$ cat config.mk
export PLATFORM = sky130hd
export DESIGN_NAME = windowed_sample_statistics_core
export DESIGN_NICKNAME = d
export VERILOG_FILES = /design/src/rtl/wss_pkg.sv /design/src/rtl/wss_div.sv /design/src/rtl/wss_sqrt.sv /design/src/rtl/wss_dp.sv /design/src/rtl/wss_ctrl.sv /design/src/rtl/windowed_sample_statistics_core.sv
export VERILOG_INCLUDE_DIRS = /design/src /design/src/rtl
export SDC_FILE = /design/constraint.sdc
export NUM_CORES = 2
export LEC_CHECK = 0
export BUFFER_PORTS_ARGS = -buffer_cell sky130_fd_sc_hd__buf_2
export CAP_MARGIN = 20
export CORE_UTILIZATION = 60
export DETAILED_ROUTE_END_ITERATION = 16
export PLACE_DENSITY = 0.78
export SLEW_MARGIN = 20
export SYNTH_ARGS = -nofsm -noshare
export SYNTH_HDL_FRONTEND = slang
export SYNTH_SLANG_ARGS = --single-unit
$ cat constraint.sdc
create_clock -name clock -period 10.7 [get_ports clock]
set_input_delay 1.605 -clock clock [delete_from_list [all_inputs] [get_ports clock]]
set_output_delay 1.605 -clock clock [all_outputs]
set_load 0.005 [all_outputs]
$ cat src/rtl/assert_macros.svh
// assertion macros for the rtl
`ifndef ASSERT_MACROS_SVH
`define ASSERT_MACROS_SVH

// property must hold at every clock edge outside reset
`define WSS_ASSERT(name, clk, rst, prop) \
   name: assert property (@(posedge clk) disable iff (rst) (prop)) \
      else $error("%m: property failed");

// expression must never be true outside reset
`define WSS_ASSERT_NEVER(name, clk, rst, expr) \
   name: assert property (@(posedge clk) disable iff (rst) !(expr)) \
      else $error("%m: forbidden condition seen");

`endif

$ cat src/rtl/wss_pkg.sv
// types and constants for the windowed sample statistics core
package wss_pkg;

   localparam int DEFAULT_WINDOW = 20;

   localparam int SAMPLE_W   = 16;
   localparam int SUM_W      = 24;
   localparam int SQ_W       = 39;
   localparam int NUM_W      = 47;
   localparam int PROD_W     = NUM_W + 1;
   localparam int MEAN_W     = 16;
   localparam int VAR_W      = 31;
   localparam int ENERGY_W   = 35;
   localparam int ROOT_OUT_W = 18;
   localparam int ROOT_W     = 20;

   typedef struct packed {
      logic signed [SAMPLE_W-1:0] sample;
      logic                       series_end;
   } req_type;

   typedef struct packed {
      logic signed [MEAN_W-1:0] window_mean;
      logic [VAR_W-1:0]         window_variance;
      logic [ENERGY_W-1:0]      window_energy;
      logic [ROOT_OUT_W-1:0]    window_root_energy;
   } rsp_type;

   typedef struct packed {
      logic accept;
      logic mul_go;
      logic num_go;
      logic var_go;
      logic load;
   } cmd_type;

   typedef struct packed {
      logic window_full;
      logic mean_busy;
      logic var_busy;
      logic root_busy;
   } status_type;

endpackage

$ cat src/rtl/wss_div.sv
// division by a constant through reciprocal multiplication, four partial products accumulated in turn
module wss_div #(
   parameter int DVD_W   = 24,
   parameter int DIVISOR = 20
) (
   input  logic             clock,
   input  logic             reset,
   input  logic             start,
   input  logic [DVD_W-1:0] dividend,
   output logic             busy,
   output logic [DVD_W-1:0] quotient
);

   // floor(n * RECIP / 2^SH) equals floor(n / DIVISOR) for every n below 2^DVD_W
   localparam int SH      = DVD_W + $clog2(DIVISOR);
   localparam int RECIP_W = DVD_W + 2;
   localparam longint unsigned RECIP_L = ((64'd1 << SH) / 64'(DIVISOR)) + 64'd1;
   localparam logic [RECIP_W-1:0] RECIP = RECIP_W'(RECIP_L);
   localparam int A_LO_W  = (DVD_W + 1) / 2;
   localparam int A_HI_W  = DVD_W - A_LO_W;
   localparam int B_LO_W  = (RECIP_W + 1) / 2;
   localparam int B_HI_W  = RECIP_W - B_LO_W;
   localparam int PP_W    = A_LO_W + B_LO_W;
   localparam int ACC_W   = DVD_W + RECIP_W;

   logic              busy_ff;
   logic [1:0]        step_ff;
   logic [DVD_W-1:0]  dvd_ff;
   logic [ACC_W-1:0]  acc_ff;
   logic [A_LO_W-1:0] a_part;
   logic [B_LO_W-1:0] b_part;
   logic [PP_W-1:0]   pp;
   logic [ACC_W-1:0]  pp_ext;
   logic [ACC_W-1:0]  pp_sh;

   // step bit 1 picks the dividend half, bit 0 the reciprocal half
   assign a_part = step_ff[1] ? A_LO_W'(dvd_ff[DVD_W-1 -: A_HI_W]) : dvd_ff[A_LO_W-1:0];
   assign b_part = step_ff[0] ? B_LO_W'(RECIP[RECIP_W-1 -: B_HI_W]) : RECIP[B_LO_W-1:0];
   assign pp     = a_part * b_part;
   assign pp_ext = ACC_W'(pp);

   always_comb begin
      unique case (step_ff)
         2'd0: pp_sh = pp_ext;
         2'd1: pp_sh = pp_ext << B_LO_W;
         2'd2: pp_sh = pp_ext << A_LO_W;
         2'd3: pp_sh = pp_ext << (A_LO_W + B_LO_W);
      endcase
   end

   always_ff @(posedge clock) begin
      if (reset) begin
         busy_ff <= 1'b0;
         step_ff <= '0;
      end else if (start) begin
         busy_ff <= 1'b1;
         step_ff <= '0;
      end else if (busy_ff) begin
         step_ff <= step_ff + 2'd1;
         if (step_ff == 2'd3) begin
            busy_ff <= 1'b0;
         end
      end
   end

   always_ff @(posedge clock) begin
      if (start) begin
         dvd_ff <= dividend;
         acc_ff <= '0;
      end else if (busy_ff) begin
         acc_ff <= acc_ff + pp_sh;
      end
   end

   assign busy     = busy_ff;
   assign quotient = DVD_W'(acc_ff >> SH);

endmodule

$ cat src/rtl/wss_sqrt.sv
// integer square root, two radicand bits per cycle
module wss_sqrt (
   input  logic                   clock,
   input  logic                   reset,
   input  logic                   start,
   input  logic [wss_pkg::SQ_W-1:0] value,
   output logic                   busy,
   output logic [wss_pkg::ROOT_W-1:0] root
);

   import wss_pkg::*;

   localparam int RAD_W = 2 * ROOT_W;
   localparam int REM_W = ROOT_W + 4;
   localparam int CNT_W = $clog2(ROOT_W + 1);

   logic              busy_ff;
   logic [CNT_W-1:0]  cnt_ff;
   logic [RAD_W-1:0]  rad_ff;
   logic [REM_W-1:0]  rem_ff;
   logic [REM_W-1:0]  rem_in;
   logic [REM_W-1:0]  rem_t;
   logic [REM_W-1:0]  trial;
   logic [ROOT_W-1:0] root_ff;
   logic              fits;

   // bring down the next bit pair and try root*4+1
   assign rem_t  = {rem_ff[REM_W-3:0], rad_ff[RAD_W-1 -: 2]};
   assign trial  = {{(REM_W-ROOT_W-2){1'b0}}, root_ff, 2'b01};
   assign fits   = rem_t >= trial;
   assign rem_in = fits ? (rem_t - trial) : rem_t;

   always_ff @(posedge clock) begin
      if (reset) begin
         busy_ff <= 1'b0;
         cnt_ff  <= '0;
      end else if (start) begin
         busy_ff <= 1'b1;
         cnt_ff  <= CNT_W'(ROOT_W);
      end else if (busy_ff) begin
         cnt_ff <= cnt_ff - CNT_W'(1);
         if (cnt_ff == CNT_W'(1)) begin
            busy_ff <= 1'b0;
         end
      end
   end

   always_ff @(posedge clock) begin
      if (start) begin
         rad_ff  <= {{(RAD_W-SQ_W){1'b0}}, value};
         rem_ff  <= '0;
         root_ff <= '0;
      end else if (busy_ff) begin
         rad_ff  <= {rad_ff[RAD_W-3:0], 2'b00};
         rem_ff  <= rem_in;
         root_ff <= {root_ff[ROOT_W-2:0], fits};
      end
   end

   assign busy = busy_ff;
   assign root = root_ff;

endmodule

$ cat src/rtl/wss_dp.sv
// datapath: accumulators, window snapshot, products, dividers, root and result register
module wss_dp #(
   parameter int WINDOW = wss_pkg::DEFAULT_WINDOW
) (
   input  logic                clock,
   input  logic                reset,
   input  wss_pkg::cmd_type    cmd,
   input  wss_pkg::req_type    req_data,
   output wss_pkg::status_type status,
   output wss_pkg::rsp_type    rsp_data
);

   import wss_pkg::*;

   localparam int CNT_W  = $clog2(WINDOW);
   localparam int MDVS_W = $clog2(WINDOW + 1);

   localparam logic [CNT_W-1:0]  LAST_CNT   = CNT_W'(WINDOW - 1);
   localparam logic [MDVS_W-1:0] WIN_VEC    = MDVS_W'(WINDOW);

   logic [CNT_W-1:0]        cnt_ff;
   logic signed [SUM_W-1:0] sum_ff;
   logic signed [SUM_W-1:0] sum_in;
   logic [SQ_W-1:0]         sq_ff;
   logic [SQ_W-1:0]         sq_in;
   logic signed [2*SAMPLE_W-1:0] x_sq;
   logic                    full;

   logic signed [SUM_W-1:0] sum_win_ff;
   logic [SQ_W-1:0]         sq_win_ff;
   logic [SUM_W-1:0]        sum_mag;
   logic [PROD_W-1:0]       wsq_ff;
   logic [PROD_W-1:0]       wsq_in;
   logic [PROD_W-1:0]       ssq_ff;
   logic [PROD_W-1:0]       ssq_in;
   logic [PROD_W:0]         diff;
   logic [NUM_W-1:0]        num_ff;
   logic [NUM_W-1:0]        num_in;

   logic [SUM_W-1:0]        mean_quo;
   logic [NUM_W-1:0]        var_quo;
   logic [ROOT_W-1:0]       root_val;
   logic                    mean_busy;
   logic                    var_busy;
   logic                    root_busy;

   logic [MEAN_W-1:0]       mean_mag;
   rsp_type                 rsp_in;
   rsp_type                 rsp_ff;

   assign full   = cnt_ff == LAST_CNT;
   assign x_sq   = req_data.sample * req_data.sample;
   assign sum_in = sum_ff + SUM_W'(req_data.sample);
   assign sq_in  = sq_ff + SQ_W'(unsigned'(x_sq));

   // window totals are captured on the closing sample, then the running sums clear
   always_ff @(posedge clock) begin
      if (reset) begin
         cnt_ff <= '0;
         sum_ff <= '0;
         sq_ff  <= '0;
      end else if (cmd.accept) begin
         if (full || req_data.series_end) begin
            cnt_ff <= '0;
            sum_ff <= '0;
            sq_ff  <= '0;
         end else begin
            cnt_ff <= cnt_ff + CNT_W'(1);
            sum_ff <= sum_in;
            sq_ff  <= sq_in;
         end
      end
   end

   always_ff @(posedge clock) begin
      if (cmd.accept && full) begin
         sum_win_ff <= sum_in;
         sq_win_ff  <= sq_in;
      end
   end

   assign sum_mag = sum_win_ff[SUM_W-1] ? (~sum_win_ff + SUM_W'(1)) : sum_win_ff;
   assign wsq_in  = sq_win_ff * WIN_VEC;
   assign ssq_in  = sum_mag * sum_mag;

   // W*sumsq - sum^2, clamped at zero
   assign diff   = {1'b0, wsq_ff} - {1'b0, ssq_ff};
   assign num_in = diff[PROD_W] ? '0 : diff[NUM_W-1:0];

   always_ff @(posedge clock) begin
      if (cmd.mul_go) begin
         wsq_ff <= wsq_in;
         ssq_ff <= ssq_in;
      end
      if (cmd.num_go) begin
         num_ff <= num_in;
      end
   end

   wss_div #(
      .DVD_W  (SUM_W),
      .DIVISOR(WINDOW)
   ) u_mean_div (
      .clock   (clock),
      .reset   (reset),
      .start   (cmd.mul_go),
      .dividend(sum_mag),
      .busy    (mean_busy),
      .quotient(mean_quo)
   );

   wss_div #(
      .DVD_W  (NUM_W),
      .DIVISOR(WINDOW * WINDOW)
   ) u_var_div (
      .clock   (clock),
      .reset   (reset),
      .start   (cmd.var_go),
      .dividend(num_ff),
      .busy    (var_busy),
      .quotient(var_quo)
   );

   wss_sqrt u_sqrt (
      .clock(clock),
      .reset(reset),
      .start(cmd.mul_go),
      .value(sq_win_ff),
      .busy (root_busy),
      .root (root_val)
   );

   // mean truncates toward zero: divide the magnitude, then restore the sign
   assign mean_mag = mean_quo[MEAN_W-1:0];

   always_comb begin
      rsp_in.window_mean     = sum_win_ff[SUM_W-1] ? (~mean_mag + MEAN_W'(1)) : mean_mag;
      rsp_in.window_variance = var_quo[VAR_W-1:0];
      rsp_in.window_energy   = (|sq_win_ff[SQ_W-1:ENERGY_W]) ? '1 : sq_win_ff[ENERGY_W-1:0];
      rsp_in.window_root_energy =
         (|root_val[ROOT_W-1:ROOT_OUT_W]) ? '1 : root_val[ROOT_OUT_W-1:0];
   end

   always_ff @(posedge clock) begin
      if (cmd.load) begin
         rsp_ff <= rsp_in;
      end
   end

   assign status.window_full = full;
   assign status.mean_busy   = mean_busy;
   assign status.var_busy    = var_busy;
   assign status.root_busy   = root_busy;
   assign rsp_data           = rsp_ff;

endmodule

$ cat src/rtl/wss_ctrl.sv
// controller: sample intake, window finishing sequence and result handshake
module wss_ctrl (
   input  logic                clock,
   input  logic                reset,
   input  logic                req_valid,
   output logic                req_ready,
   output logic                rsp_valid,
   input  logic                rsp_ready,
   input  wss_pkg::status_type status,
   output wss_pkg::cmd_type    cmd
);

   import wss_pkg::*;

   `include "assert_macros.svh"

   typedef enum logic [2:0] {
      ACCUM_ST,
      MUL_ST,
      NUM_ST,
      VAR_ST,
      WAIT_ST
   } state_type;

   state_type state_ff;
   logic      req_ready_ff;
   logic      rsp_valid_ff;
   logic      accept;
   logic      units_idle;
   logic      slot_free;
   logic      load_go;

   assign accept     = req_valid && req_ready_ff;
   assign units_idle = !status.mean_busy && !status.var_busy && !status.root_busy;
   assign slot_free  = !rsp_valid_ff || rsp_ready;
   assign load_go    = (state_ff == WAIT_ST) && units_idle && slot_free;

   always_ff @(posedge clock) begin
      if (reset) begin
         state_ff     <= ACCUM_ST;
         req_ready_ff <= 1'b0;
         rsp_valid_ff <= 1'b0;
      end else begin
         // a new result may replace the one leaving in the same cycle
         if (load_go) begin
            rsp_valid_ff <= 1'b1;
         end else if (rsp_valid_ff && rsp_ready) begin
            rsp_valid_ff <= 1'b0;
         end
         unique case (state_ff)
            ACCUM_ST: begin
               if (accept && status.window_full) begin
                  state_ff     <= MUL_ST;
                  req_ready_ff <= 1'b0;
               end else begin
                  req_ready_ff <= 1'b1;
               end
            end
            MUL_ST: begin
               state_ff <= NUM_ST;
            end
            NUM_ST: begin
               state_ff <= VAR_ST;
            end
            VAR_ST: begin
               state_ff <= WAIT_ST;
            end
            WAIT_ST: begin
               if (load_go) begin
                  state_ff     <= ACCUM_ST;
                  req_ready_ff <= 1'b1;
               end
            end
            default: begin
               state_ff <= ACCUM_ST;
            end
         endcase
      end
   end

   assign cmd.accept = accept;
   assign cmd.mul_go = state_ff == MUL_ST;
   assign cmd.num_go = state_ff == NUM_ST;
   assign cmd.var_go = state_ff == VAR_ST;
   assign cmd.load   = load_go;

   assign req_ready = req_ready_ff;
   assign rsp_valid = rsp_valid_ff;

   `WSS_ASSERT(a_ready_only_accum, clock, reset, req_ready_ff |-> (state_ff == ACCUM_ST))
   `WSS_ASSERT(a_close_stalls_input, clock, reset,
      (accept && status.window_full) |=> (!req_ready_ff && state_ff == MUL_ST))
   `WSS_ASSERT(a_load_shows_result, clock, reset, load_go |=> (rsp_valid_ff && req_ready_ff))
   `WSS_ASSERT_NEVER(a_load_while_unit_busy, clock, reset,
      load_go && (status.mean_busy || status.var_busy || status.root_busy))

endmodule

$ cat src/rtl/windowed_sample_statistics_core.sv
// Windowed sample statistics core: takes one signed sample per transfer and, for every
// complete non-overlapping window of WINDOW samples, returns the truncated mean, the
// floored population variance, the energy (saturating at 35 bits) and the floored square
// root of the true energy. A sample flagged series_end drops any partial window. Samples
// are taken one per cycle while a window fills. The transfer that closes a window holds
// the input off through the states MUL (products formed, mean division and square root
// started, two radicand bits per cycle), NUM (variance numerator), VAR (variance
// division started) and WAIT (result register loaded once all units are idle and the
// output register is free). The mean and variance divisions, by the constants WINDOW
// and WINDOW*WINDOW, are reciprocal multiplications of four partial products each. The
// result sits in an output register, so sampling resumes while it waits to be taken;
// the next result waits until that register is free, lengthening that window's stall.
module windowed_sample_statistics_core #(
   parameter int WINDOW = wss_pkg::DEFAULT_WINDOW
) (
   input  logic             clock,
   input  logic             reset,
   input  logic             req_valid,
   output logic             req_ready,
   input  wss_pkg::req_type req_data,
   output logic             rsp_valid,
   input  logic             rsp_ready,
   output wss_pkg::rsp_type rsp_data
);

   import wss_pkg::*;

   cmd_type    cmd;
   status_type status;

   wss_ctrl u_ctrl (
      .clock    (clock),
      .reset    (reset),
      .req_valid(req_valid),
      .req_ready(req_ready),
      .rsp_valid(rsp_valid),
      .rsp_ready(rsp_ready),
      .status   (status),
      .cmd      (cmd)
   );

   wss_dp #(
      .WINDOW(WINDOW)
   ) u_dp (
      .clock   (clock),
      .reset   (reset),
      .cmd     (cmd),
      .req_data(req_data),
      .status  (status),
      .rsp_data(rsp_data)
   );

endmodule

==> results.md <==
- Met2 WL: 103 mm
- Power per cell area: 217 nW/um^2
- Post-DP HPWL: 176 mm
- Share of post-route cells with drive strength above 1: 6.46%
- Most frequent cells in the layout: inv_1 (1,453), fa_1 (1,003), ha_1 (907), nor2_1 (773), nand2_1 (584)
- Slew @ Worst Pin: 1.09 ns
- Ys async rst share: 0%
- Core area: 132,000 um^2
- Unrepaired setup endpoints after global routing: true
- Worst min path class: flop to flop
- Drt initial violations: 4,883
- Design area: 86,900 um^2
- Largest net degree at the start of global routing: around 90
- Clock tree sinks: ~670
- Global Route Usage Sum: 32.5%
- First-pass GRT wire length: 346 mm
- Vias per cell: 5.86
- Drt pass-1 iters: 6
- R2r worst-path depth: 31
- Post-synth EDFFs: just over 400
- Final RePlAce weighted congestion: 1.04
- Setup crit end kind: flop
- Remaining Overflow, GRT: 0
- WL met1: slightly below 90 mm
- Final Critical Period: 10.39 ns
- Clock Tree Root: clkbuf_16
- Sequential fraction of the synthesis area: 21.6%
- Slew HR: between 20% and 30%
- Via count: 61,589
- Clock latency on the worst-skew pair: ~0.74 ns
- Post-Syn Area: 80,400 um^2
- Synth cell types: 89
- Worst vdd ir: about 540 uV
- CP max FO: 17
- WL final: around 220 mm
- Clock transition at path regs: 0.06 ns
- Status: completed
- Non-Filler Instances: 10,504
- Hold-fix buffers at CTS: 0
- Worst Path Arrival: 10.84 ns
- TritonCTS clock tree: built
- Post-Syn Instances: about 8,500
- Ys Warns: 0
- H-Tree Depth: 3
- WL/cell: 20.8 um
- Seq cells post-synth: roughly 670
- DR DRC count: 0
- Met3 routed WL: 16.1 mm
- Die width: ~370 um
- Hold Path Depth: 0
- Worst path slowest cell: or4_1
- Initial Util: 60.8%
- Ports: 123
- Final hold vios: 0
- Worst Hold End: u_dp.u_var_div.dvd_ff[32]
- Port Buf Inserts: 122
- Synth top area share: 25.0%
- R2R Setup Slk: 0.31 ns
- Tcrit/Tclk final: 97.1%
- Static Leakage: 41.8 nW
- Die ar.: 135,000 um^2
- Clock buffer depth: 3
- Crit Path Class: flop to flop
- Post-route setup TNS: 0 ns
- Count of nets after finishing: 10,623
- Max-cap check violation count: 0
- Synth area leaders: fa_1 (25%), edfxtp_1 (15%), ha_1 (14%), inv_1 (6.8%), dfxtp_1 (6.5%)
- Area post-placement: 83,700 um^2
- Placed Instances: slightly above 10,000
- Commonest non-fill, non-tap cell in the layout: inv_1
- Uppermost layer routed: met5
- Hold Crit Start: u_dp.num_ff[32]
- Clock skew: 0.0676 ns
- Post-synth top flop: edfxtp_1
- Post-route antenna net violation count: 0
- Syn Area/Cell: 9.43 um^2
- Cts bufs inserted: 79
- Hold_ws: 0.416 ns
- Initial antenna violation count: 7
- # rows: 133
- CP peak stage delay: 0.59 ns
- Synth area leader: fa_1
- P&R area growth vs syn: 8.13%
- Final setup violation count: 0
- Crit path launch type: flop
- Fmax: ~96 MHz
- R2R Path End: u_dp.ssq_ff[46]
- R2R Path Start: u_dp.sum_win_ff[0]
- WP data required: 11.15 ns
- Most frequent CP cell: fa_1
- Die Ht: around 370 um
- Number of global-route vias before repair: between 60,000 and 70,000
- Final Max Tran Viols: 0
## flip-flops by register name, summed over array words and instances, names as in the netlist, 24 cells and up
| name | cells |
|---|---|
| u_dp.num_ff | 46 |
| u_dp.sq_ff | 39 |
| u_dp.sum_ff | 24 |
| u_dp.sq_win_ff | 39 |
| u_dp.rsp_data | 100 |
| u_dp.u_sqrt.rad_ff | 40 |
| u_dp.u_var_div.dvd_ff | 46 |
| u_dp.u_var_div.acc_ff | 87 |
| u_dp.wsq_ff | 42 |
| u_dp.u_mean_div.acc_ff | 44 |
| u_dp.ssq_ff | 47 |
| u_dp.sum_win_ff | 24 |
## kinds of logic (layout without fill, tap and decap cells)
group / Yosys count / count (layout) / share of synthesized area (%)
compound gates: 1473 / 1473 / 12.0
xor+xnor: 456 / 456 / 4.99
fa+ha+maj: 1918 / 1918 / 39.2
buf+inv: 1742 / 1930 / 8.14
flops: 665 / 665 / 21.6
mux: 175 / 175 / 2.19
other cells: 2 / 36 / 0.00934
simple gates: 2096 / 2096 / 11.9
## where the power goes
part / switching [mW] / internal (mW)
sequential: 0.185 / 3.32
clock: 1.21 / 1.72
combinational: 7.33 / 5.07
total: 8.72 / 10.1
## cells in the mapped netlist (26+ instances only)
cell type	n
inv_1	1458
a22oi_1	68
a21oi_1	434
and3_1	39
o21a_1	57
ha_1	915
and2_1	118
nand2b_1	115
fa_1	1003
o21bai_1	69
edfxtp_1	406
or3_1	34
dfxtp_1	259
clkbuf_1	244
xor2_1	148
a31oi_1	40
or2_2	26
nor2_1	777
nor2b_1	74
o21ai_0	275
nor3_1	96
nand4_1	55
a211oi_1	49
nand2_1	587
xnor2_1	306
nand3_1	113
a21o_1	212
a221oi_1	26
o211ai_1	28
mux2i_1	166
## layer usage
metal	track usage [%]	vias up
met5	0	-
met4	16.2	8
met1	40.6	30158
met3	5.66	626
met2	54.5	2354
li1	-	28443
## critical path: cells and delay by family (launching register included)
family | cells | cell delay (ns)
adder cells (fa/ha/maj) | 8 | 3.80
AO/OA/AOI/OAI | 9 | 2.50
AND/OR/NAND/NOR | 7 | 1.96
buffers and inverters | 5 | 0.84
flip-flops | 1 | 0.55
XOR/XNOR | 2 | 0.46
## through the flow
step | power [mW] | utilization, % | setup WS [ns]
final | 18.8 | 65.8 | 0.313
after global routing | 20.4 | 65.8 | -0.100
after CTS | 18.8 | 65.5 | 0.0616
after detailed placement | 15.8 | 63.4 | -0.0816
after global placement | 15.4 | 63.4 | 0.179
after floorplan | 12.9 | - | 0.0619
## layout make-up
class / instances / area, um^2
diodes: 2 / 5.00
clock buffers: 98 / 2120
clock inverters: 46 / 668
fillers: 10555 / 45200
inverters: 1474 / 5550
multi-input cells: 6152 / 56800
flip-flops and latches: 665 / 17400
well taps: 1755 / 2200
repair buffers: 312 / 2140
## worst max path at each step
stage,startpoint,end,cells after the start
2_1_floorplan,u_dp.u_var_div.step_ff[1],u_dp.u_var_div.acc_ff[56],43
3_3_place_gp,u_dp.u_var_div.step_ff[1],u_dp.u_var_div.acc_ff[77],42
3_5_place_dp,u_dp.u_var_div.step_ff[1],u_dp.u_var_div.acc_ff[83],44
4_1_cts,u_dp.u_var_div.step_ff[1],u_dp.u_var_div.acc_ff[86],44
5_1_grt,u_dp.u_var_div.step_ff[1],u_dp.u_var_div.acc_ff[83],45
6_report,u_dp.sum_win_ff[0],u_dp.ssq_ff[46],31
## timing repair
action / CTS / global route
buffers inserted: 1 / 14
resized for setup: 2 / 54
pin swaps: 1 / 10
cloned: 0 / 1
endpoints found under the setup margin: 2 / 41
Note: power is estimated with default switching activity, not from simulation.
